$ cat config.mk
export PLATFORM = sky130hd
export DESIGN_NAME = bounded_set_table_flat
export DESIGN_NICKNAME = d
export VERILOG_FILES = /design/src/rtl/bst_pkg.sv /design/src/rtl/bst_cmd_if.sv /design/src/rtl/bst_rsp_if.sv /design/src/rtl/bounded_set_table.sv /design/src/rtl/bst_ctrl.sv /design/src/rtl/bst_dpath.sv /design/src/flat_wrapper.sv
export SDC_FILE = /design/constraint.sdc
export NUM_CORES = 1
export LEC_CHECK = 0
export BUFFER_PORTS_ARGS = -buffer_cell sky130_fd_sc_hd__buf_2
export CORE_UTILIZATION = 40
export CTS_CLUSTER_DIAMETER = 50
export DETAILED_ROUTE_END_ITERATION = 7
export HOLD_SLACK_MARGIN = 0.03
export SYNTH_ARGS = -nofsm -noshare
export SYNTH_HDL_FRONTEND = slang
export SYNTH_HIERARCHICAL = 1
export SYNTH_SLANG_ARGS = --single-unit
$ cat constraint.sdc
create_clock -name clk -period 6.5 [get_ports clk]
set_input_delay 1.3 -clock clk [delete_from_list [all_inputs] [get_ports clk]]
set_output_delay 1.3 -clock clk [all_outputs]
set_load 0.01 [all_outputs]
$ cat src/rtl/bst_pkg.sv
// Shared constants and control types for the bounded set table.
package bst_pkg;

    localparam int CAPACITY_DEF = 16;
    localparam int ELEM_W       = 32;
    localparam int CMD_W        = 2;
    localparam int COUNT_OUT_W  = 5;

    localparam logic [CMD_W-1:0] CMD_INSERT = 2'd0;
    localparam logic [CMD_W-1:0] CMD_REMOVE = 2'd1;
    localparam logic [CMD_W-1:0] CMD_LOOKUP = 2'd2;

    typedef struct packed {
        logic load;
        logic scan_step;
        logic commit;
    } bst_ctrl_t;

    typedef struct packed {
        logic scan_last;
    } bst_stat_t;

endpackage

$ cat src/rtl/bst_cmd_if.sv
// Request channel carrying one command and its element per transfer.
interface bst_cmd_if;
    logic                             valid;
    logic                             ready;
    logic [bst_pkg::CMD_W-1:0]        command;
    logic signed [bst_pkg::ELEM_W-1:0] element;

    modport source (output valid, output command, output element, input ready);
    modport sink (input valid, input command, input element, output ready);
endinterface

$ cat src/rtl/bst_rsp_if.sv
// Result channel carrying the outcome and element count per transfer.
interface bst_rsp_if;
    logic                            valid;
    logic                            ready;
    logic                            succeeded;
    logic                            table_full;
    logic [bst_pkg::COUNT_OUT_W-1:0] element_count;

    modport source (output valid, output succeeded, output table_full,
                    output element_count, input ready);
    modport sink (input valid, input succeeded, input table_full,
                  input element_count, output ready);
endinterface

$ cat src/rtl/bounded_set_table.sv
// Bounded set table: one command per transfer, one result transfer per command.
// A command is loaded in idle, then scans every slot of the single-port slot memory, passes a
// drain state and commits; commit waits while an earlier result is still pending.
// A new command is taken only once the previous one has committed; the result
// register lets a result wait for the sink while the next command scans.
// Reset clears all valid bits and the count at once; slot contents are not cleared.
module bounded_set_table
#(
    parameter int CAPACITY = bst_pkg::CAPACITY_DEF
)
(
    input  logic      clk,
    input  logic      rst_n,
    bst_cmd_if.sink   request,
    bst_rsp_if.source result
);

    bst_pkg::bst_ctrl_t ctrl;
    bst_pkg::bst_stat_t stat;

    bst_ctrl u_ctrl
    (
        .clk       (clk),
        .rst_n     (rst_n),
        .in_valid  (request.valid),
        .in_ready  (request.ready),
        .out_valid (result.valid),
        .out_ready (result.ready),
        .stat      (stat),
        .ctrl      (ctrl)
    );

    bst_dpath #(.CAPACITY(CAPACITY)) u_dpath
    (
        .clk           (clk),
        .rst_n         (rst_n),
        .ctrl          (ctrl),
        .stat          (stat),
        .command       (request.command),
        .element       ($unsigned(request.element)),
        .succeeded     (result.succeeded),
        .table_full    (result.table_full),
        .element_count (result.element_count)
    );

    a_commit_free: assert property (@(posedge clk) disable iff (!rst_n)
        ctrl.commit |-> (!result.valid || result.ready))
        else $error("commit while a result is still pending");

    a_one_at_a_time: assert property (@(posedge clk) disable iff (!rst_n)
        (request.valid && request.ready) |=> !request.ready)
        else $error("request taken while a command is in progress");

    a_full_not_ok: assert property (@(posedge clk) disable iff (!rst_n)
        (result.valid && result.table_full) |-> !result.succeeded)
        else $error("refused insert reported as success");

    a_full_count: assert property (@(posedge clk) disable iff (!rst_n)
        (result.valid && result.table_full)
            |-> (result.element_count == bst_pkg::COUNT_OUT_W'(CAPACITY)))
        else $error("refused insert with a table that is not full");

endmodule

$ cat src/rtl/bst_ctrl.sv
// Sequencing state machine for the bounded set table.
module bst_ctrl
(
    input  logic               clk,
    input  logic               rst_n,
    input  logic               in_valid,
    output logic               in_ready,
    output logic               out_valid,
    input  logic               out_ready,
    input  bst_pkg::bst_stat_t stat,
    output bst_pkg::bst_ctrl_t ctrl
);

    localparam logic [1:0] ST_IDLE   = 2'd0;
    localparam logic [1:0] ST_SCAN   = 2'd1;
    localparam logic [1:0] ST_DRAIN  = 2'd2;
    localparam logic [1:0] ST_COMMIT = 2'd3;

    logic [1:0] state_reg;
    logic [1:0] state_next;
    logic       out_valid_reg;
    logic       out_valid_next;
    logic       out_free;

    assign out_free  = !out_valid_reg || out_ready;
    assign in_ready  = (state_reg == ST_IDLE);
    assign out_valid = out_valid_reg;

    always_comb
    begin
        state_next     = state_reg;
        out_valid_next = out_valid_reg && !out_ready;
        ctrl           = '0;
        unique case (state_reg)
            ST_IDLE:
            begin
                if (in_valid)
                begin
                    ctrl.load  = 1'b1;
                    state_next = ST_SCAN;
                end
            end
            ST_SCAN:
            begin
                ctrl.scan_step = 1'b1;
                if (stat.scan_last)
                begin
                    state_next = ST_DRAIN;
                end
            end
            ST_DRAIN:
            begin
                state_next = ST_COMMIT;
            end
            ST_COMMIT:
            begin
                if (out_free)
                begin
                    ctrl.commit    = 1'b1;
                    out_valid_next = 1'b1;
                    state_next     = ST_IDLE;
                end
            end
            default:
            begin
                state_next = ST_IDLE;
            end
        endcase
    end

    always_ff @(posedge clk or negedge rst_n)
    begin
        if (!rst_n)
        begin
            state_reg     <= ST_IDLE;
            out_valid_reg <= 1'b0;
        end
        else
        begin
            state_reg     <= state_next;
            out_valid_reg <= out_valid_next;
        end
    end

endmodule

$ cat src/rtl/bst_dpath.sv
// Slot memory, valid bits, scan compare logic and result registers.
module bst_dpath
#(
    parameter int CAPACITY = bst_pkg::CAPACITY_DEF
)
(
    input  logic                            clk,
    input  logic                            rst_n,
    input  bst_pkg::bst_ctrl_t              ctrl,
    output bst_pkg::bst_stat_t              stat,
    input  logic [bst_pkg::CMD_W-1:0]       command,
    input  logic [bst_pkg::ELEM_W-1:0]      element,
    output logic                            succeeded,
    output logic                            table_full,
    output logic [bst_pkg::COUNT_OUT_W-1:0] element_count
);

    localparam int IDX_W = $clog2(CAPACITY);
    localparam int CNT_W = $clog2(CAPACITY + 1);

    logic [bst_pkg::ELEM_W-1:0] slot_mem [CAPACITY];
    logic [CAPACITY-1:0]        slot_valid_reg;

    logic [bst_pkg::CMD_W-1:0]  cmd_reg;
    logic [bst_pkg::ELEM_W-1:0] elem_reg;
    logic [IDX_W-1:0]           rd_addr_reg;
    logic [bst_pkg::ELEM_W-1:0] rd_data_reg;
    logic                       rd_live_reg;
    logic [IDX_W-1:0]           rd_idx_reg;
    logic                       cmp_en_reg;
    logic                       hit_reg;
    logic [IDX_W-1:0]           hit_idx_reg;
    logic                       free_reg;
    logic [IDX_W-1:0]           free_idx_reg;
    logic [CNT_W-1:0]           count_reg;
    logic                       succ_reg;
    logic                       full_reg;

    logic                       do_insert;
    logic                       do_remove;
    logic                       succ_next;
    logic                       full_next;

    assign stat.scan_last = (rd_addr_reg == IDX_W'(CAPACITY - 1));

    always_comb
    begin
        do_insert = 1'b0;
        do_remove = 1'b0;
        succ_next = 1'b0;
        full_next = 1'b0;
        unique case (cmd_reg)
            bst_pkg::CMD_INSERT:
            begin
                if (!hit_reg)
                begin
                    do_insert = free_reg;
                    succ_next = free_reg;
                    full_next = !free_reg;
                end
            end
            bst_pkg::CMD_REMOVE:
            begin
                do_remove = hit_reg;
                succ_next = hit_reg;
            end
            bst_pkg::CMD_LOOKUP:
            begin
                succ_next = hit_reg;
            end
            default:
            begin
                succ_next = 1'b0;
            end
        endcase
    end

    // Memory port: one scan read per cycle, one write at the commit of an insert.
    always_ff @(posedge clk)
    begin
        if (ctrl.scan_step)
        begin
            rd_data_reg <= slot_mem[rd_addr_reg];
        end
        if (ctrl.commit && do_insert)
        begin
            slot_mem[free_idx_reg] <= elem_reg;
        end
    end

    always_ff @(posedge clk)
    begin
        if (ctrl.load)
        begin
            cmd_reg  <= command;
            elem_reg <= element;
        end
        if (ctrl.scan_step)
        begin
            rd_live_reg <= slot_valid_reg[rd_addr_reg];
            rd_idx_reg  <= rd_addr_reg;
        end
        if (cmp_en_reg && rd_live_reg && (rd_data_reg == elem_reg) && !hit_reg)
        begin
            hit_idx_reg <= rd_idx_reg;
        end
        if (cmp_en_reg && !rd_live_reg && !free_reg)
        begin
            free_idx_reg <= rd_idx_reg;
        end
        if (ctrl.commit)
        begin
            succ_reg <= succ_next;
            full_reg <= full_next;
        end
    end

    always_ff @(posedge clk or negedge rst_n)
    begin
        if (!rst_n)
        begin
            slot_valid_reg <= '0;
            count_reg      <= '0;
            rd_addr_reg    <= '0;
            cmp_en_reg     <= 1'b0;
            hit_reg        <= 1'b0;
            free_reg       <= 1'b0;
        end
        else
        begin
            cmp_en_reg <= ctrl.scan_step;
            if (ctrl.load)
            begin
                rd_addr_reg <= '0;
                hit_reg     <= 1'b0;
                free_reg    <= 1'b0;
            end
            else
            begin
                if (ctrl.scan_step)
                begin
                    rd_addr_reg <= stat.scan_last ? '0 : rd_addr_reg + IDX_W'(1);
                end
                if (cmp_en_reg && rd_live_reg && (rd_data_reg == elem_reg))
                begin
                    hit_reg <= 1'b1;
                end
                if (cmp_en_reg && !rd_live_reg)
                begin
                    free_reg <= 1'b1;
                end
            end
            if (ctrl.commit && do_insert)
            begin
                slot_valid_reg[free_idx_reg] <= 1'b1;
                count_reg                    <= count_reg + CNT_W'(1);
            end
            else if (ctrl.commit && do_remove)
            begin
                slot_valid_reg[hit_idx_reg] <= 1'b0;
                count_reg                   <= count_reg - CNT_W'(1);
            end
        end
    end

    assign succeeded     = succ_reg;
    assign table_full    = full_reg;
    assign element_count = bst_pkg::COUNT_OUT_W'(count_reg);

endmodule

$ cat src/flat_wrapper.sv
// flat-port wrapper written by rule: the top's interface ports become plain ports
module bounded_set_table_flat 
#(
    parameter int CAPACITY = bst_pkg::CAPACITY_DEF
)
  (clk, rst_n, request_valid, request_command, request_element, request_ready, result_valid, result_succeeded, result_table_full, result_element_count, result_ready);
  bst_cmd_if request_i ();
  bst_rsp_if result_i ();
  input  logic clk;
  input  logic rst_n;
  input wire logic [$bits(request_i.valid)-1:0] request_valid;
  input wire logic [$bits(request_i.command)-1:0] request_command;
  input wire logic [$bits(request_i.element)-1:0] request_element;
  output wire logic [$bits(request_i.ready)-1:0] request_ready;
  output wire logic [$bits(result_i.valid)-1:0] result_valid;
  output wire logic [$bits(result_i.succeeded)-1:0] result_succeeded;
  output wire logic [$bits(result_i.table_full)-1:0] result_table_full;
  output wire logic [$bits(result_i.element_count)-1:0] result_element_count;
  input wire logic [$bits(result_i.ready)-1:0] result_ready;
  assign request_i.valid = request_valid;
  assign request_i.command = request_command;
  assign request_i.element = request_element;
  assign request_ready = request_i.ready;
  assign result_valid = result_i.valid;
  assign result_succeeded = result_i.succeeded;
  assign result_table_full = result_i.table_full;
  assign result_element_count = result_i.element_count;
  assign result_i.ready = result_ready;
  bounded_set_table #(.CAPACITY(CAPACITY)) u_core (.clk(clk), .rst_n(rst_n), .request(request_i), .result(result_i));
endmodule
### Word-level counts from Yosys, hierarchy flattened

Memories as Yosys holds them, arrays and structs flattened. A register that Yosys moved wholly into a read port is not among the register bits.
Cells that the tools add are included.

* $add $sub $neg: 3
* multipliers: 0
* divide/modulo/power cells: 0
* magnitude comparators: 5
* equality and inequality tests: 10
* shift-type cells: 0
* multiplexer cells: 34
* bitwise gates (word level): 4
* reduce and logical (&&, ||, !) cells: 25

Operator list (number)
* equality test 32 bit: 1
* 2-to-1 mux 16 bit: 2
* 2-to-1 mux 1 bit: 19
* bitwise AND 16 bit: 1
* NOT 16 bit: 1
* OR 16 bit: 1
* less-than comparator 4 x 5 -> 1 bit, second input constant: 3
* 2-to-1 mux 4 bit: 3
* logical AND 1 bit: 10
* 2-to-1 mux 5 bit: 2
* demux 1 bit (select 4 bit): 2
* greater-or-equal comparator 4 x 1 -> 1 bit, second input constant: 2
* one-hot mux 2 bit (4 select lines): 1
* nonzero test 2 bit: 4
* equality test 2 bit, second input constant: 3
* 2-to-1 mux 2 bit: 3
* inequality test 2 bit, second input constant: 3
* adder 5 x 1 -> 5 bit, second input constant: 1
* zero test 1 bit: 5
* subtractor 5 x 1 -> 5 bit, second input constant: 1
* adder 4 x 1 -> 4 bit, second input constant: 1
* binary-select mux 1 bit (select 4 bit): 1
* equality test 2 x 1 -> 1 bit, second input constant: 2
* equality test 4 bit, second input constant: 1
* 6 further kinds: 8

* flip-flop bits (word level): 80
* latch bits: 0
* RAM bits: 512
* memory bits (read-only): 0
* bits of input ports: 38
* output and inout bits: 9
* word-level logic and storage cells: 98
* memories kept: 1

Memory list
* u_core.u_dpath.slot_mem: depth 16, width 32, read ports 1, clocked after Yosys merged registers in 1, write ports 1, line bst_dpath.sv:21 `logic [bst_pkg::ELEM_W-1:0] slot_mem [CAPACITY];`

### Longest topological paths before layout

Gate-level depths: netlist (run 1).

* depth in word-level cells: 8
* depth in mapped cells: 10
* gate-level depth less buffers: 10

### Hierarchy

Netlist (run 1), hierarchy kept.

Modules (own cells, without submodules)
* bst_dpath: times used 1, cells an instance 989, area each 23513.8 µm², sequential area each 18507.8 µm²
* bst_ctrl: times used 1, cells an instance 20, area each 231.5 µm², sequential area each 75.1 µm²

### Worst setup path before layout (run 1)

Ideal clock, no wire load.

* kind: input to register
* start: input port result_ready
* end: memory u_core/u_dpath/slot_mem[0][0] (netlist name), enable pin
* setup time: 463 ps
* arrival: 4588 ps
* required time: 6037 ps
* setup slack: 1448 ps
* stages: 5
* buffers on the path: 0
* cell sequence: nand2b_4 > and2_1 > nand4b_1 > or3_1 > nor3_1

RTL lines
* from (decl): line flat_wrapper.sv:19 `input wire logic [$bits(result_i.ready)-1:0] result_ready;`
* to (decl): line bst_dpath.sv:21

==> results.txt, run 1 <==
----------------------------------------------------
[Setup path]
  Start point of the critical path ... result_ready
  Worst reg2reg path endpoint ... u_core/u_dpath/slot_mem[14][1]$_DFFE_PP_
  Worst EP required ... 6.70 ns
  CP Capture Point ... u_core/u_dpath/slot_mem[14][1]$_DFFE_PP_
  Maximum net fanout on the critical path ... 33
  Worst reg-to-reg path cell count ... 6
  CP bufs+invs ... 2
  Crit path max-delay cell type ... nor2_4
  Worst path max stage delay ... 0.99 ns
  CP endpoint kind ... register
  Data arrival time of the worst path ... 3.70 ns
  Critical path's top delay family ... simple AND/OR/NAND/NOR gates
  Reg2Reg Setup Slack ... 3.34 ns
  Critical path cell sequence ... buf_2 -> nand2b_4 -> and2_1 -> nand4b_1 -> inv_1 -> nand3_1 -> nor2_4
  RR Startpoint ... u_core/u_ctrl/state_reg[1]$_DFFE_PN0P_
  Path type of the worst setup path ... in -> reg
  Cell depth of the worst setup path ... 7
  CP Launch Type ... input port

[Clocking]
  TritonCTS clock tree ... built
  CTS sink count ... 624
  Buffer type at the clock tree root ... clkbuf_16
  Post-CTS Setup Repair Bufs ... 0
  Max H-tree Level ... 3
  Clock-pin slew of the registers on the worst-case setup and hold paths ... 0.06 ns
  Number of gates resized after CTS ... 0
  CTS Buffer Depth ... 3
  Number of buffers inserted during clock tree synthesis ... 72
  Post-CTS Hold Fix Bufs ... 0
  Worst-Skew Late Latency ... 0.59 ns

[Cells and area]
  Total non-filler cell area in the finished layout ... 27400 µm²
  Area added between synthesis and finish ... 15.4%
  Fraction of layout cells with a size suffix above 1 ... 0.312
  Filler cell count in the final layout ... 4754
  Diodes inserted ... 0
  Final-stage net count ... 1159
  Flip-flop count of the largest register, all copies and words added ... 512

[Floorplanning]
  Die width ... 246 µm
  Count of boundary I/O pins ... 47
  Cell Rows ... 88
  Area of the die ... 60300 µm²
  Starting utilization of the core area ... 0.408
  Vertical die dimension ... 246 µm
  Area of the core ... 58100 µm²

[Drt]
  Count of nets left with antenna violations after detail routing ... 0
  Routed length per instance ... 25.5 µm
  Ratio of routed vias to standard cells ... 5.34
  Sum of routed wire length over all layers ... 49100 µm
  Iteration-0 DRC count of the detailed router ... 796
  Drt pass-1 iters ... 5
  Total via count after detailed routing ... 10.3k
  Number of design rule violations left after detail routing ... 0

[Synth]
  Biggest area contributors in the synthesized netlist ... edfxtp_1, mux4_2, dfrtp_1, xnor2_1, ha_1
  Top_reg_cell synth ... edfxtp_1
  Post-Synthesis Cells ... 1009
  Unique masters post-synth ... 36
  Yosys warnings ... 6
  Fraction of synthesized area in multiplexers ... 0.159
  EDFF count, synth ... 593
  Most used standard cells in the synthesized netlist ... edfxtp_1, mux4_2, xnor2_1
  Area fraction in compound gates after synthesis ... 0.00933
  Simple-gate share of the synthesized area ... 0.0170
  Proportion of register bits with asynchronous set or reset after synthesis ... 0.0497
  Cell area after synthesis ... 23700 µm²
  FF+latch count, synth ... 624
  Parity-gate share of the synthesized area counting xor and xnor cells ... 0.0136
  Combinational family with the most area after synthesis ... multiplexers
  Adder and majority gate portion of the synthesized area ... 0.00717
  Biggest area consumer among synthesized cells ... edfxtp_1
  Most frequent cell after synthesis ... edfxtp_1
  Area share of the largest cell type after synthesis ... 0.750
  Sequential area share after synthesis ... 0.783
  Syn nets ... 1060
  Average footprint of a synthesized cell ... 23.5 µm²

[Timing]
  Top achievable clock speed ... 0.286 GHz
  RSZ-0062 raised after global routing ... false
  Final Slew Violations ... 0
  Clock Skews ... 0.0206 ns
  Measured slew at the worst slew-check pin ... 1.19 ns
  Period utilization ... 0.538
  Post-layout minimum cycle time ... 3.49 ns
  Worst relative slew slack ... 0.208
  Number of setup violations in the final report ... 0
  Setup total negative slack ... 0 ns
  Number of hold-slack violations in the final timing report ... 0

[Hold path]
  Hold depth ... 0
  Kind of path behind the tightest hold check ... reg -> reg

[Power and ir drop]
  Power density over cell area ... 410 nW/µm²
  Switching power ... 2.91 mW
  Sequential group share of total power ... 0.462
  P_int ... 8.32 mW
  IR drop worst, VDD ... 0.272 mV
  Switching portion of total power ... 0.259
  Clock power share ... 0.360
  Combinational power share ... 0.178
  Overall power of the completed layout ... 11.2 mW
  Pleak ... 8.64 nW

[Run status]
  Result of the run ... finished, final reports clean

[GRT]
  Maximum number of pins on one net before global-route repair ... 112
  Wire length of the first global-routing pass ... 72900 µm
  Remaining Overflow, GRT ... 0
  GR Util All Layers ... 0.168
  Vias in the first global route ... 10.7k
  Antenna violations before repair ... 1

[Placement]
  Post-place instance area ... 25000 µm²
  Number of input and output port buffers inserted ... 46
  Final GP Congestion ... 0.796
  Post-detailed-placement half-perimeter wirelength ... 28300 µm

[Job]
  Max-capacitance violation count ... 0

----------------------------------------------------
[per-stage QoR]
step	hold slack [ns]	utilization	setup slack, ns	instances
floorplan	0.421	-	1.45	1009
global placement	0.428	0.430	2.43	1799
detailed placement	0.447	0.430	2.35	1799
CTS	0.458	0.471	2.97	1927
global route	0.474	0.471	2.85	1927
finish	0.454	0.471	3.01	1927
[placed cells by master (no fill, tap or decap), types with 3 or more instances in the layout]
| cell type | instances |
|---|---|
| clkbuf_8 | 3 |
| a21oi_1 | 12 |
| mux2i_1 | 4 |
| clkinv_2 | 10 |
| buf_2 | 46 |
| nor3_2 | 4 |
| ha_1 | 11 |
| xor2_1 | 5 |
| mux4_2 | 165 |
| clkinv_1 | 13 |
| nand3_1 | 8 |
| inv_1 | 14 |
| bufinv_16 | 8 |
| o22a_1 | 6 |
| nor3b_1 | 3 |
| clkbuf_1 | 8 |
| inv_6 | 3 |
| nand4_1 | 7 |
| nand2b_1 | 5 |
| clkinv_8 | 3 |
| clkbuf_16 | 74 |
| dfrtp_1 | 27 |
| nor2_1 | 18 |
| nor2_4 | 12 |
| nand2_1 | 12 |
| xnor2_1 | 32 |
| buf_4 | 17 |
| edfxtp_1 | 593 |
| a2bb2oi_1 | 4 |
[cells by family after synthesis]
logic type                 after synthesis
DFF                                    624
muxes                                  170
and+or+nand+nor                         82
buffers and inverters                   54
xor gates and xnor gates                37
AOI/OAI and AO/OA                       29
adders and majority gates               13
[layer usage]
layer / GRT usage / up-vias / part of all wire
met5: 0 / - / 0
met4: 0.0517 / 0 / 0.024
met3: 0.0330 / 68 / 0.045
met2: 0.288 / 254 / 0.53
met1: 0.215 / 5520 / 0.41
li1: - / 4448 / -
[worst min path at each step]
stage,from,endpoint,slack [ns]
2_1_floorplan,u_core/u_dpath/rd_idx_reg[0]$_DFFE_PP_,u_core/u_dpath/free_idx_reg[0]$_DFFE_PP_,0.42
3_3_place_gp,u_core/u_dpath/rd_idx_reg[3]$_DFFE_PP_,u_core/u_dpath/hit_idx_reg[3]$_DFFE_PP_,0.43
3_5_place_dp,u_core/u_dpath/rd_idx_reg[0]$_DFFE_PP_,u_core/u_dpath/hit_idx_reg[0]$_DFFE_PP_,0.45
4_1_cts,u_core/u_dpath/rd_idx_reg[2]$_DFFE_PP_,u_core/u_dpath/hit_idx_reg[2]$_DFFE_PP_,0.46
5_1_grt,u_core/u_dpath/rd_idx_reg[2]$_DFFE_PP_,u_core/u_dpath/hit_idx_reg[2]$_DFFE_PP_,0.47
6_report,u_core/u_dpath/rd_idx_reg[2]$_DFFE_PP_,u_core/u_dpath/hit_idx_reg[2]$_DFFE_PP_,0.45
[power by group through the flow]
stage               Sequential [mW]  Clock [mW]  Combinational [mW]
floorplan                      5.09           0                1.57
global placement               5.26           0                2.05
detailed placement             5.28           0                2.06
CTS                            5.20        4.12                2.07
global route                   5.23        4.28                2.15
finish                         5.19        4.04                2.00
[cell type report]
type / count / area, µm² / area share
flip-flops and latches: 624 / 18600 / 0.679
multi-input cells: 331 / 5000 / 0.183
clock buffers: 85 / 1920 / 0.0702
well taps: 765 / 957 / 0.0349
clock inverters: 43 / 469 / 0.0171
repair buffers: 65 / 398 / 0.0145
inverters: 14 / 52.6 / 0.00192
No activity file was read; power rests on OpenSTA's default activity.
==> inputs of run 2 (changes only) <==
--- a/config.mk
+++ b/config.mk
@@ -5,6 +5,7 @@
 export SDC_FILE = /design/constraint.sdc
 export NUM_CORES = 1
 export LEC_CHECK = 0
+export ABC_AREA = 1
 export BUFFER_PORTS_ARGS = -buffer_cell sky130_fd_sc_hd__buf_2
 export CORE_UTILIZATION = 40
 export CTS_CLUSTER_DIAMETER = 50
==> constraint.sdc (replaced) <==
create_clock -name clk -period 3.3 [get_ports clk]
set_input_delay 0.66 -clock clk [delete_from_list [all_inputs] [get_ports clk]]
set_output_delay 0.66 -clock clk [all_outputs]
set_load 0.01 [all_outputs]
==> run 2 against run 1 <==
Final cell count is 47% higher. Final area is 4.1% higher. Global-route usage is 3.1 points higher. Sequential power is 97% higher. Largest power group unchanged.
==> results.txt, run 2 <==
----------------------------------------------------
[Setup path]
  Reg2Reg Setup Slack ... 0.56 ns (was 3.34 ns)
  Worst reg2reg path endpoint ... u_core/u_dpath/slot_mem[2][0]$_DFFE_PP_ (was u_core/u_dpath/slot_mem[14][1]$_DFFE_PP_)
  Crit path max-delay cell type ... nor2_4 (unchanged)
  Maximum net fanout on the critical path ... 20 (was 33)
  Data arrival time of the worst path ... 3.04 ns (was 3.70 ns)
  CP Launch Type ... register (was input port)
  RR Startpoint ... u_core/u_ctrl/state_reg[0]$_DFFE_PN0P_ (was u_core/u_ctrl/state_reg[1]$_DFFE_PN0P_)
  Worst reg-to-reg path cell count ... 8 (was 6)
  Worst path max stage delay ... 0.46 ns (was 0.99 ns)
  Path type of the worst setup path ... reg -> reg (was in -> reg)
  Critical path cell sequence ... ha_1 -> inv_1 -> a21oi_1 -> nand4_4 -> nor3_2 -> inv_2 -> nor2_4 -> buf_12 (was buf_2 -> nand2b_4 -> and2_1 -> nand4b_1 -> inv_1 -> nand3_1 -> nor2_4)
  Start point of the critical path ... u_core/u_ctrl/state_reg[0]$_DFFE_PN0P_ (was result_ready)
  CP endpoint kind ... register (unchanged)
  Worst EP required ... 3.60 ns (was 6.70 ns)

[Floorplanning]
  Count of boundary I/O pins ... 47 (unchanged)
  Vertical die dimension ... 251 µm (was 246 µm)
  Starting utilization of the core area ... 0.408 (about the same)
  Cell Rows ... 90 (was 88)
  Area of the core ... 60800 µm² (was 58100 µm²)
  Die width ... 251 µm (was 246 µm)
  Area of the die ... 63000 µm² (was 60300 µm²)

[Timing]
  Number of setup violations in the final report ... 0 (unchanged)
  Setup total negative slack ... 0 ns (unchanged)
  Number of hold-slack violations in the final timing report ... 0 (unchanged)
  Worst relative slew slack ... 0.351 (was 0.208)
  Post-layout minimum cycle time ... 2.74 ns
  Clock Skews ... 0.0159 ns (was 0.0206 ns)
  Top achievable clock speed ... 0.365 GHz
  Period utilization ... 0.830
  Post-layout worst setup margin ... 0.560 ns (was 3.01 ns)
  Final Slew Violations ... 0 (unchanged)
  RSZ-0062 raised after global routing ... false (unchanged)
  Worst hold slack across all endpoints ... 0.163 ns (was 0.454 ns)
  Measured slew at the worst slew-check pin ... 0.974 ns (was 1.19 ns)

[Clocking]
  Worst-Skew Late Latency ... 0.61 ns (was 0.59 ns)
  Post-CTS Setup Repair Bufs ... 0 (unchanged)
  Number of buffers inserted during clock tree synthesis ... 68 (was 72)
  Number of gates resized after CTS ... 0 (unchanged)
  Max H-tree Level ... 3 (unchanged)
  TritonCTS clock tree ... built (unchanged)
  CTS Buffer Depth ... 3 (unchanged)
  CTS sink count ... 624 (unchanged)
  Buffer type at the clock tree root ... clkbuf_16 (unchanged)
  Clock-pin slew of the registers on the worst-case setup and hold paths ... 0.06 ns (about the same)
  Post-CTS Hold Fix Bufs ... 0 (unchanged)

[GRT]
  Maximum number of pins on one net before global-route repair ... 138 (was 112)
  GR Util All Layers ... 0.199 (was 0.168)
  Wire length of the first global-routing pass ... 94300 µm (was 72900 µm)
  Vias in the first global route ... 15.0k (was 10.7k)
  Antenna violations before repair ... 0 (was 1)
  Remaining Overflow, GRT ... 0 (unchanged)

[Drt]
  Iteration-0 DRC count of the detailed router ... 1600 (was 796)
  Sum of routed wire length over all layers ... 62600 µm (was 49100 µm)
  Drt pass-1 iters ... 5 (unchanged)
  Number of design rule violations left after detail routing ... 0 (unchanged)
  Count of nets left with antenna violations after detail routing ... 0 (unchanged)
  Routed length per instance ... 22.1 µm (was 25.5 µm)
  Ratio of routed vias to standard cells ... 5.52 (was 5.34)
  Total via count after detailed routing ... 15.6k (was 10.3k)

[Cells and area]
  Fraction of layout cells with a size suffix above 1 ... 0.123 (was 0.312)
  Final-stage net count ... 2052 (was 1159)
  Area added between synthesis and finish ... 15.0% (was 15.4%)
  Flip-flop count of the largest register, all copies and words added ... 512 (unchanged)
  Filler-free cell count of the finished design ... 2835 (was 1927)
  Most frequent standard cell in the layout excluding fill and tap cells ... edfxtp_1 (unchanged)
  Highest-count cells in the layout ignoring fill and taps ... edfxtp_1, nor2_1, o21ai_0 (was edfxtp_1, mux4_2, clkbuf_16)
  Diodes inserted ... 0 (unchanged)

[Synth]
  Biggest area contributors in the synthesized netlist ... edfxtp_1, o21ai_0, nor2_1, dfrtp_1, nand2_1 (was edfxtp_1, mux4_2, dfrtp_1, xnor2_1, ha_1)
  Cell area after synthesis ... 24800 µm² (was 23700 µm²)
  Area share of the largest cell type after synthesis ... 0.718 (was 0.750)
  Top_reg_cell synth ... edfxtp_1 (unchanged)
  Proportion of register bits with asynchronous set or reset after synthesis ... 0.0497 (unchanged)
  Average footprint of a synthesized cell ... 12.9 µm² (was 23.5 µm²)
  FF+latch count, synth ... 624 (unchanged)
  Most used standard cells in the synthesized netlist ... edfxtp_1, nor2_1, o21ai_0 (was edfxtp_1, mux4_2, xnor2_1)
  Unique masters post-synth ... 39 (was 36)
  Yosys warnings ... 6 (unchanged)
  Syn nets ... 1969 (was 1060)
  Post-Synthesis Cells ... 1918 (was 1009)
  Most frequent cell after synthesis ... edfxtp_1 (unchanged)
  EDFF count, synth ... 593 (unchanged)
  Biggest area consumer among synthesized cells ... edfxtp_1 (unchanged)
  Sequential area share after synthesis ... 0.749 (was 0.783)

[Power and ir drop]
  Clock power share ... 0.317 (was 0.360)
  Power density over cell area ... 812 nW/µm² (was 410 nW/µm²)
  Combinational power share ... 0.242 (was 0.178)
  Pleak ... 9.87 nW (was 8.64 nW)
  IR drop worst, VDD ... 0.455 mV (was 0.272 mV)
  Overall power of the completed layout ... 23.2 mW (was 11.2 mW)
  Switching portion of total power ... 0.325 (was 0.259)
  P_int ... 15.6 mW (was 8.32 mW)
  Sequential group share of total power ... 0.441 (was 0.462)
  Switching power ... 7.53 mW (was 2.91 mW)

[Run status]
  Result of the run ... finished, final reports clean (unchanged)

[Placement]
  Cells after DPL ... 2713 (was 1799)
  Worst slack, placed ... 0.357 ns (was 2.35 ns)
  Final GP Congestion ... 0.914 (was 0.796)
  Post-detailed-placement half-perimeter wirelength ... 37400 µm (was 28300 µm)
  Number of input and output port buffers inserted ... 46 (unchanged)

[Job]
  Max-capacitance violation count ... 0 (unchanged)

[Hold path]
  Kind of path behind the tightest hold check ... in -> async (was reg -> reg)

----------------------------------------------------
==> run 2: changes by cell type after synthesis, moves of 24 or more <==
cell / before / now
clkbuf_1: 18 / 49
xnor2_1: 32 / 6
buf_2: 13 / 37
o21ai_0: 1 / 275
nand3_1: 8 / 67
mux4_2: 165 / 0
o22ai_1: 0 / 79
inv_1: 14 / 108
nand2_1: 12 / 180
o221ai_1: 0 / 49
nor2_1: 30 / 323
==> run 2: layout make-up <==
class | instances | area, µm²
Tap cell | 782 | 978
Clock inverter | 32 | 319
Multi-Input combinational cell | 1076 | 5370
Clock buffer | 90 | 1850
Timing Repair Buffer | 116 | 968
Inverter | 115 | 438
Sequential cell | 624 | 18600
Fill cell | 5335 | 32300
==> run 2: worst max path at each step <==
stage                                                          end  slack [ns]  cells after the start
final                      u_core/u_dpath/slot_mem[2][0]$_DFFE_PP_        0.56                      8
after global routing      u_core/u_dpath/slot_mem[2][23]$_DFFE_PP_        0.28                      8
after CTS                 u_core/u_dpath/slot_mem[2][25]$_DFFE_PP_        0.51                      8
after detailed placement  u_core/u_dpath/slot_mem[2][23]$_DFFE_PP_        0.36                      8
after global placement    u_core/u_dpath/slot_mem[2][23]$_DFFE_PP_        0.36                      8
after floorplan           u_core/u_dpath/slot_mem[13][0]$_DFFE_PP_       -0.05                      6
==> run 2: cell families (layout without fill, tap and decap cells) <==
kind of cell	count (synthesis)	in the layout	synth area share
flops	624	624	0.749
xor+xnor	9	9	0.00318
compound gates	453	453	0.106
buf+inv	218	353	0.0364
fa+ha+maj	13	13	0.00686
simple gates	601	601	0.0987
==> run 2: through the flow <==
stage | cell area, µm² | util
2_1_floorplan | 24800 | -
3_3_place_gp | 26300 | 0.433
3_5_place_dp | 26300 | 0.433
4_1_cts | 28500 | 0.469
5_1_grt | 28500 | 0.469
6_report | 28500 | 0.469
==> run 2: power groups by stage <==
stage | logic, mW | clock network (mW) | registers [mW]
floorplan | 3.64 | 0 | 10.2
global placement | 5.52 | 0 | 10.3
detailed placement | 5.61 | 0 | 10.4
CTS | 5.62 | 7.47 | 10.2
global route | 6.18 | 7.78 | 10.3
finish | 5.60 | 7.35 | 10.2
==> run 2: metal layers <==
layer | track usage | up-vias | part of all wire
li1 | - | 7168 | -
met1 | 0.278 | 7803 | 0.43
met2 | 0.325 | 583 | 0.49
met3 | 0.0287 | 90 | 0.063
met4 | 0.0594 | 0 | 0.020
met5 | 0 | - | 0
==> run 2: worst max-delay path, delay by kind of cell, from the launching register on <==
| family | cells | cell delay [ns] |
|---|---|---|
| adders and majority gates | 1 | 0.20 |
| and+or+nand+nor | 3 | 1.01 |
| AOI/OAI and AO/OA | 1 | 0.39 |
| buffers and inverters | 3 | 0.43 |
| DFF | 1 | 0.39 |
==> inputs of run 3 (changes only) <==
==> constraint.sdc (replaced) <==
create_clock -name clk -period 2.6 [get_ports clk]
set_input_delay 0.52 -clock clk [delete_from_list [all_inputs] [get_ports clk]]
set_output_delay 0.52 -clock clk [all_outputs]
set_load 0.01 [all_outputs]
==> run 3 against run 2 <==
Final area is 0.96% higher. Register-to-register slack worse by 0.41 ns. Via count is 1.2% higher. First-iteration DRC count is 18% higher.
==> results.txt, run 3 (synthesis results as in run 2) <==
----------------------------------------------------
[Run status]
  Result of the run ... finished, final reports clean (unchanged)

[Drt]
  Sum of routed wire length over all layers ... 65100 µm (was 62600 µm)
  Ratio of routed vias to standard cells ... 5.54 (was 5.52)
  Routed length per instance ... 22.8 µm (was 22.1 µm)
  Number of design rule violations left after detail routing ... 0 (unchanged)
  Count of nets left with antenna violations after detail routing ... 0 (unchanged)
  Total via count after detailed routing ... 15.8k (was 15.6k)
  Iteration-0 DRC count of the detailed router ... 1894 (was 1600)
  Drt pass-1 iters ... 5 (unchanged)

[Power and ir drop]
  P_int ... 19.8 mW (was 15.6 mW)
  Clock power share ... 0.307 (was 0.317)
  Sequential group share of total power ... 0.433 (was 0.441)
  Switching power ... 9.81 mW (was 7.53 mW)
  Combinational power share ... 0.260 (was 0.242)
  Switching portion of total power ... 0.331 (was 0.325)
  Overall power of the completed layout ... 29.6 mW (was 23.2 mW)
  Power density over cell area ... 1030 nW/µm² (was 812 nW/µm²)
  Pleak ... 10.0 nW (was 9.87 nW)
  IR drop worst, VDD ... 0.524 mV (was 0.455 mV)

[Cells and area]
  Filler-free cell count of the finished design ... 2855 (was 2835)
  Fraction of layout cells with a size suffix above 1 ... 0.129 (was 0.123)
  Total area of multi-input combinational cells ... 5370 µm² (unchanged)
  Diodes inserted ... 0 (unchanged)
  Total non-filler cell area in the finished layout ... 28800 µm² (was 28500 µm²)
  Final-stage net count ... 2072 (was 2052)
  Area added between synthesis and finish ... 16.1% (was 15.0%)
  Seq. cell area ... 18600 µm² (unchanged)
  Flip-flop count of the largest register, all copies and words added ... 512 (unchanged)
  Filler cell count in the final layout ... 5287 (was 5335)
  Most frequent standard cell in the layout excluding fill and tap cells ... edfxtp_1 (unchanged)
  Highest-count cells in the layout ignoring fill and taps ... edfxtp_1, nor2_1, o21ai_0 (unchanged)

[GRT]
  Maximum number of pins on one net before global-route repair ... 138 (unchanged)
  Antenna violations before repair ... 0 (unchanged)
  Remaining Overflow, GRT ... 0 (unchanged)
  Vias in the first global route ... 15.3k (was 15.0k)
  Wire length of the first global-routing pass ... 97300 µm (was 94300 µm)
  GR Util All Layers ... 0.208 (was 0.199)

[Clocking]
  Max H-tree Level ... 3 (unchanged)
  Clock-pin slew of the registers on the worst-case setup and hold paths ... 0.06 ns (about the same)
  Number of buffers inserted during clock tree synthesis ... 66 (was 68)
  Post-CTS Setup Repair Bufs ... 0 (unchanged)
  CTS Buffer Depth ... 3 (unchanged)
  Number of gates resized after CTS ... 0 (unchanged)
  TritonCTS clock tree ... built (unchanged)
  Buffer type at the clock tree root ... clkbuf_16 (unchanged)
  Post-CTS Hold Fix Bufs ... 0 (unchanged)
  CTS sink count ... 624 (unchanged)
  Worst-Skew Late Latency ... 0.60 ns (was 0.61 ns)

[Setup path]
  Worst EP required ... 2.88 ns (was 3.60 ns)
  Maximum net fanout on the critical path ... 14 (was 20)
  Worst reg2reg path endpoint ... u_core/u_dpath/slot_mem[14][18]$_DFFE_PP_ (was u_core/u_dpath/slot_mem[2][0]$_DFFE_PP_)
  Path type of the worst setup path ... reg -> reg (unchanged)
  Reg2Reg Setup Slack ... 0.15 ns (was 0.56 ns)
  CP Launch Type ... register (unchanged)
  CP endpoint kind ... register (unchanged)
  RR Startpoint ... u_core/u_ctrl/state_reg[0]$_DFFE_PN0P_ (unchanged)
  Worst reg-to-reg path cell count ... 10 (was 8)
  Data arrival time of the worst path ... 2.73 ns (was 3.04 ns)

[Timing]
  Number of hold-slack violations in the final timing report ... 0 (unchanged)
  Top achievable clock speed ... 0.408 GHz (was 0.365 GHz)
  Worst relative slew slack ... 0.433 (was 0.351)
  Setup total negative slack ... 0 ns (unchanged)
  Number of setup violations in the final report ... 0 (unchanged)
  Post-layout minimum cycle time ... 2.45 ns (was 2.74 ns)
  Measured slew at the worst slew-check pin ... 0.850 ns (was 0.974 ns)
  Worst hold slack across all endpoints ... 0.0360 ns (was 0.163 ns)
  Clock Skews ... 0.0171 ns (was 0.0159 ns)
  Final Slew Violations ... 0 (unchanged)
  RSZ-0062 raised after global routing ... false (unchanged)
  Period utilization ... 0.942 (was 0.830)

[Placement]
  Cells after DPL ... 2735 (was 2713)
  Post-detailed-placement half-perimeter wirelength ... 41500 µm (was 37400 µm)
  Post-place instance area ... 26700 µm² (was 26300 µm²)
  Final GP Congestion ... 0.973 (was 0.914)
  Number of input and output port buffers inserted ... 46 (unchanged)

[Floorplanning]
  Die width ... 251 µm (unchanged)
  Cell Rows ... 90 (unchanged)
  Count of boundary I/O pins ... 47 (unchanged)
  Starting utilization of the core area ... 0.408 (unchanged)
  Area of the die ... 63000 µm² (unchanged)
  Area of the core ... 60800 µm² (unchanged)
  Vertical die dimension ... 251 µm (unchanged)

[Hold path]
  Kind of path behind the tightest hold check ... in -> async (unchanged)

[Job]
  Max-capacitance violation count ... 0 (unchanged)

----------------------------------------------------
==> run 3: metrics by stage <==
step / setup WS, ns / util
2_1_floorplan: -0.107 / -
3_3_place_gp: 0.205 / 0.439
3_5_place_dp: 0.143 / 0.439
4_1_cts: 0.138 / 0.473
5_1_grt: 0.0221 / 0.473
6_report: 0.150 / 0.473
==> run 3: final cells by class <==
type	instances	area share
multi-input combinational	1076	0.187
tap	782	0.0340
clock buffer	84	0.0649
clock inverter	36	0.00800
inverter	115	0.0152
timing repair buffer	138	0.0455
sequential	624	0.646
==> run 3: routing by layer <==
layer	part of all wire	vias to the layer above	GRT usage
met5	0	-	0
met4	0.020	0	0.0660
met3	0.074	74	0.0311
met2	0.46	664	0.322
met1	0.44	7903	0.304
li1	-	7189	-
==> run 3: power by group through the flow <==
stage                     Sequential (mW)  Clock (mW)  Combinational, mW
after floorplan                      12.9           0               4.63
after global placement               13.0           0               7.52
after detailed placement             13.0           0               7.60
after CTS                            12.8        9.23               7.64
after global routing                 12.9        9.61               8.46
final                                12.8        9.10               7.69
==> run 3: worst max-delay path, stage by stage (launching register included) <==
cell	delay [ns]
dfrtp_1	0.40
ha_1	0.22
inv_1	0.06
a21oi_1	0.12
buf_4	0.17
nand4_4	0.17
buf_12	0.19
nor3_2	0.24
inv_2	0.14
nor2_4	0.14
buf_4	0.26
==> run 3: worst max path at each step <==
stage	start	to	slack, ns	cells past startpoint
after floorplan	u_core/u_ctrl/state_reg[0]$_DFFE_PN0P_	u_core/u_dpath/slot_mem[13][0]$_DFFE_PP_	-0.11	7
after global placement	result_ready	u_core/u_dpath/slot_mem[9][1]$_DFFE_PP_	0.21	10
after detailed placement	result_ready	u_core/u_dpath/slot_mem[9][1]$_DFFE_PP_	0.14	10
after CTS	u_core/u_ctrl/state_reg[0]$_DFFE_PN0P_	u_core/u_dpath/slot_mem[9][1]$_DFFE_PP_	0.14	10
after global routing	u_core/u_ctrl/state_reg[0]$_DFFE_PN0P_	u_core/u_dpath/slot_mem[9][1]$_DFFE_PP_	0.02	10
final	u_core/u_ctrl/state_reg[0]$_DFFE_PN0P_	u_core/u_dpath/slot_mem[14][18]$_DFFE_PP_	0.15	10
